`src/rtl/core/sal_pkg.sv`:
```
// ----------------------------------------------------------------------------
// Security access lockout package
// Shared constants, codes and structs for the security access lockout block.
// ----------------------------------------------------------------------------
`default_nettype none

package sal_pkg;

    // Number of level entries and width of the tick counter and deadlines.
    localparam int LEVEL_COUNT = 256;
    localparam int TIME_BITS   = 32;

    // Derived widths.
    localparam int LEVEL_BITS  = (LEVEL_COUNT > 1) ? $clog2(LEVEL_COUNT) : 1;
    localparam int LEVEL_W     = 8;
    localparam int COUNT_W     = 8;
    localparam int TICKS_W     = 32;
    localparam int SUM_W       = ((TIME_BITS > TICKS_W) ? TIME_BITS : TICKS_W) + 1;

    // Action codes of a request item.
    localparam logic [2:0] ACT_SEED        = 3'd0;
    localparam logic [2:0] ACT_KEY         = 3'd1;
    localparam logic [2:0] ACT_LOCK        = 3'd2;
    localparam logic [2:0] ACT_CLEAR_ALL   = 3'd3;
    localparam logic [2:0] ACT_TICK        = 3'd4;
    localparam logic [2:0] ACT_QUERY_UNL   = 3'd5;
    localparam logic [2:0] ACT_QUERY_ATT   = 3'd6;

    // Status codes of a response item.
    localparam logic [1:0] ST_OK           = 2'd0;
    localparam logic [1:0] ST_NOENGINE     = 2'd1;
    localparam logic [1:0] ST_DENIED       = 2'd2;

    // Configuration register indexes.
    localparam logic REG_FAIL_LIMIT    = 1'b0;
    localparam logic REG_LOCKOUT_TICKS = 1'b1;

    // Reset values of the configuration registers.
    localparam logic [COUNT_W-1:0] FAIL_LIMIT_RST    = 8'd3;
    localparam logic [TICKS_W-1:0] LOCKOUT_TICKS_RST = 32'd10000;

    // One level entry as held in the entry memory.
    typedef struct packed {
        logic                 seed_pending;
        logic                 unlocked;
        logic [COUNT_W-1:0]   fail_count;
        logic [TIME_BITS-1:0] deadline;
    } entry_t;

    // Write port of the entry store.
    typedef struct packed {
        logic                  en;
        logic                  set_valid;
        logic [LEVEL_BITS-1:0] addr;
        entry_t                data;
    } store_wr_t;

    // Registered read result of the entry store.
    typedef struct packed {
        logic   valid;
        entry_t data;
    } store_rd_t;

    // Current configuration.
    typedef struct packed {
        logic [COUNT_W-1:0] fail_limit;
        logic [TICKS_W-1:0] lockout_ticks;
    } cfg_t;

endpackage

`default_nettype wire

```
`src/rtl/core/sal_ifs.sv`:
```
// ----------------------------------------------------------------------------
// Security access lockout channels
// Valid/ready interfaces for requests, responses and configuration writes.
// ----------------------------------------------------------------------------
`default_nettype none


// Configuration write channel.
interface sal_cfg_if;
    logic                        valid;
    logic                        ready;
    logic                        index;
    logic [sal_pkg::TICKS_W-1:0] data;

    modport source (output valid, index, data, input ready);
    modport sink   (input valid, index, data, output ready);
endinterface

`default_nettype wire

```
`src/rtl/core/sal_cfg_regs.sv`:
```
// ----------------------------------------------------------------------------
// Security access lockout configuration registers
// Holds the attempt limit and the lockout duration written over the cfg port.
// ----------------------------------------------------------------------------
`default_nettype none

module sal_cfg_regs (
    input  wire logic    clk,
    input  wire logic    rst_n,
    sal_cfg_if.sink      cfg,
    output sal_pkg::cfg_t cfg_val
);

    logic [sal_pkg::COUNT_W-1:0] max_att_reg;
    logic [sal_pkg::TICKS_W-1:0] lock_ticks_reg;
    logic                        wr_en;

    // Writes are always taken.
    assign cfg.ready = 1'b1;
    assign wr_en     = cfg.valid && cfg.ready;

    // Register file.
    always_ff @(posedge clk or negedge rst_n)
    begin
        if (!rst_n)
        begin
            max_att_reg    <= sal_pkg::FAIL_LIMIT_RST;
            lock_ticks_reg <= sal_pkg::LOCKOUT_TICKS_RST;
        end
        else if (wr_en)
        begin
            case (cfg.index)
                sal_pkg::REG_FAIL_LIMIT:    max_att_reg    <= cfg.data[sal_pkg::COUNT_W-1:0];
                sal_pkg::REG_LOCKOUT_TICKS: lock_ticks_reg <= cfg.data;
                default: ;
            endcase
        end
    end

    assign cfg_val.fail_limit    = max_att_reg;
    assign cfg_val.lockout_ticks = lock_ticks_reg;

endmodule

`default_nettype wire

```
`src/flat_wrapper.sv`:
```
// flat-port wrapper written by rule: the top's interface ports become plain ports
module sal_cfg_regs_flat 
  (clk, rst_n, cfg_val, cfg_valid, cfg_index, cfg_data, cfg_ready);
  sal_cfg_if cfg_i ();
  input  wire logic clk;
  input  wire logic rst_n;
  output sal_pkg::cfg_t cfg_val;
  input wire logic [$bits(cfg_i.valid)-1:0] cfg_valid;
  input wire logic [$bits(cfg_i.index)-1:0] cfg_index;
  input wire logic [$bits(cfg_i.data)-1:0] cfg_data;
  output wire logic [$bits(cfg_i.ready)-1:0] cfg_ready;
  assign cfg_i.valid = cfg_valid;
  assign cfg_i.index = cfg_index;
  assign cfg_i.data = cfg_data;
  assign cfg_ready = cfg_i.ready;
  sal_cfg_regs u_core (.clk(clk), .rst_n(rst_n), .cfg(cfg_i), .cfg_val(cfg_val));
endmodule
```
`config.mk`:
```
export PLATFORM = sky130hd
export DESIGN_NAME = sal_cfg_regs_flat
export DESIGN_NICKNAME = d
export VERILOG_FILES = /design/src/rtl/core/sal_pkg.sv /design/src/rtl/core/sal_ifs.sv /design/src/rtl/core/sal_cfg_regs.sv /design/src/flat_wrapper.sv
export SDC_FILE = /design/constraint.sdc
export NUM_CORES = 1
export LEC_CHECK = 0
export BUFFER_PORTS_ARGS = -buffer_cell sky130_fd_sc_hd__buf_2
export CAP_MARGIN = 20
export CELL_PAD_IN_SITES_DETAIL_PLACEMENT = 0
export CELL_PAD_IN_SITES_GLOBAL_PLACEMENT = 2
export CORE_UTILIZATION = 32
export CTS_CLUSTER_SIZE = 28
export DETAILED_ROUTE_END_ITERATION = 8
export GPL_TIMING_DRIVEN = 0
export PLACE_DENSITY_LB_ADDON = 0.1
export SLEW_MARGIN = 20
export SYNTH_ARGS = -nofsm -noshare
export SYNTH_HDL_FRONTEND = slang
export SYNTH_SLANG_ARGS = --single-unit
```
`constraint.sdc`:
```
create_clock -name clk -period 1.1 [get_ports clk]
set_input_delay 0.11 -clock clk [delete_from_list [all_inputs] [get_ports clk]]
set_output_delay 0.11 -clock clk [all_outputs]
set_load 0.03 [all_outputs]
```
==> insert_results.sql <==
INSERT INTO impl_metrics (metric_group, metric, value, unit) VALUES
('synthesis', 'combinational_family_with_the_most_area_after_synthesis', 'multiplexers', ''),
('pwr', 'vdd_drop_max', '0.000702', 'V'),
('route', 'post-route-drc-count', '0', ''),
('worst_setup_path', 'critical_path_buf_inv_count', '1', ''),
('route', 'vias', '1008', ''),
('place', 'port_buffers', '75', ''),
('cts', 'h-tree-depth', '2', ''),
('timing', 'final-setup-viol-count', '0', ''),
('synthesis', 'synth_xor_area_share', '0', '%'),
('finish', 'layout-drive-gt1-share', '76.6', '%'),
('place', 'detailedPlace.worstSlack', '0.0845', 'ns'),
('timing', 'timing_worst_slew_pin_value', '0.887', 'ns'),
('run_status', 'outcome', 'complete, but fails checks', ''),
('synthesis', 'async_flop_share', '100', '%'),
('run_status', 'failed_checks', 'negative hold slack', ''),
('die', 'floorplan.rows', '25', ''),
('die', 'top_level_port_count', '77', ''),
('timing', 'fin_crit', '1.07', 'ns'),
('route', 'drt_first_pass_iters', '3', ''),
('synthesis', 'synth_top_area_share', '50.5', '%'),
('cts', 'clk_pin_slew_worst_setup_hold_paths', '0.07', 'ns'),
('pwr', 'fin_total_pwr', '3.95', 'mW'),
('timing', 'rsz_0062_raised_after_global_routing', 'yes', ''),
('worst_setup_path', 'ff2ff_path_depth', '1', ''),
('finish', 'finalNetCount', '206', ''),
('worst_setup_path', 'worst_setup_path_end_kind', 'output pin', ''),
('worst_setup_path', 'startpoint_type', 'flip-flop', ''),
('synthesis', 'yosys.area_share.adder', '0', '%'),
('timing', 'min_period_over_period', '97.0', '%'),
('run', 'maxcap_violations', '0', ''),
('synthesis', 'post_synth.cell_area_avg', '18.6', 'sq um'),
('grt', 'largest_net_degree_at_the_start_of_global_routing', '41', ''),
('place', 'dpl.cell_count', '230', ''),
('die', 'width_of_the_die', '73.5', 'microns'),
('timing', 'worst_hold_slack', '-0.0524', 'ns'),
('synthesis', 'syn_inst', '88', ''),
('synthesis', 'yosys_most_used_dff', 'sky130_fd_sc_hd__dfrtp_1', ''),
('worst_setup_path', 'cell_chain_of_the_critical_path', 'buf_6', ''),
('cts', 'cts-root-buf', 'sky130_fd_sc_hd__clkbuf_8', ''),
('route', 'via_per_inst', '4.24', ''),
('finish', 'largest_reg_flops', '32', ''),
('pwr', 'static-leakage-power', '1.16', 'nW'),
('synthesis', 'synth_nets', '124', ''),
('route', 'detail_route.wirelength', '3.18', 'mm'),
('timing', 'totalNegativeSetupSlack', '0', 'ns'),
('route', 'ant_nets', '0', ''),
('cts', 'cts.path.max_buffers', '2', ''),
('worst_setup_path', 'critical-path-max-stage-delay', '0.54', 'ns'),
('finish', 'multi_input_comb_area', '579', 'sq um'),
('synthesis', 'mappedNetlistArea', '1640', 'sq um'),
('timing', 'slew_headroom', '40.8', '%'),
('worst_setup_path', 'timing.critical_path.arrival', '0.96', 'ns'),
('grt', 'groute.usage.overall', '12.7', '%'),
('synthesis', 'ys_warn_count', '0', ''),
('synthesis', 'synth.cells.most_frequent', 'sky130_fd_sc_hd__dfrtp_1 (33), sky130_fd_sc_hd__mux2_4 (30), sky130_fd_sc_hd__dfstp_2 (7), sky130_fd_sc_hd__mux2_2 (7)', ''),
('route', 'drt-initial-drc-count', '45', ''),
('synthesis', 'synth-edff-count', '0', ''),
('synthesis', 'synth.yosys.seq_area_share', '61.7', '%'),
('cts', 'clock-sinks', '40', ''),
('pwr', 'pwr_density_cell', '1780', 'nW/um^2'),
('grt', 'grt.overflow.total', '0', ''),
('finish', 'antennaDiodeCount', '0', ''),
('die', 'die_boundary_height', '73.5', 'microns'),
('grt', 'initial_antenna_violation_count', '0', ''),
('cts', 'cts_inserted_buffers', '5', ''),
('timing', 'hold_viol_final', '33', ''),
('route', 'wl_per_cell', '13.4', 'microns'),
('die', 'initial_core_util', '33.9', '%'),
('finish', 'areaGrowthSynthToFinish', '35.7', '%'),
('worst_setup_path', 'worst_path_max_delay_cell', 'sky130_fd_sc_hd__dfstp_2', ''),
('finish', 'final-seq-area', '1010', 'sq um');
[placed cells by master, fill, tap and decap left out, drive strengths merged]
cell / count
mux2: 40
nand2b: 1
clkinv: 1
dfstp: 7
nand2: 1
clkbuf: 7
dfrtp: 33
buf: 80
conb: 1
[area by class of cell]
type	count	area share, %
sequential	40	45.5
multi-input combinational	43	26.1
timing repair buffer	75	18.9
tap	67	3.78
clock buffer	7	3.44
buffer	5	2.09
clock inverter	1	0.225
[how the worst max path moves through the flow]
stage,startpoint,end,slack (ns),depth (start not counted)
2_1_floorplan,u_core.lock_ticks_reg[28],u_core.lock_ticks_reg[28],0.19,1
3_3_place_gp,cfg_index,u_core.max_att_reg[5],0.10,4
3_5_place_dp,cfg_index,u_core.max_att_reg[3],0.08,4
4_1_cts,u_core.lock_ticks_reg[13],cfg_val[13],0.001,1
5_1_grt,u_core.lock_ticks_reg[13],cfg_val[13],-0.009,1
6_report,u_core.lock_ticks_reg[4],cfg_val[4],0.03,1
[report_power, final]
part           switching [mW]  internal, mW  leakage (nW)
clock                   0.470         0.445        0.0422
sequential              0.117          1.72         0.461
combinational           0.682         0.522         0.655
[metal layers]
layer	up-vias	GRT usage [%]	share of wire [%]
met5	-	0	0
met4	0	5.13	1.1
met3	4	5.08	7.7
met2	44	21.0	50
met1	494	14.5	41
li1	466	-	-
[cell families after synthesis]
kind of cell,Yosys count
flops,40
simple gates,2
other cells,1
mux,40
buf+inv,5
[timing repair]
item | CTS | global route
hold endpoints to repair | 33 | 0
buffers inserted | 0 | 0
resized for setup | 7 | 7
endpoints found under the setup margin | 7 | 7
pin swaps | 0 | 0
cloned | 0 | 0
[metrics by stage]
step                cell area, sq um  util (%)
global route                    2220      46.1
global placement                2090      43.5
floorplan                       1640         -
detailed placement              2090      43.5
finish                          2220      46.1
CTS                             2190      45.5
(Power assumes the default switching activity.)
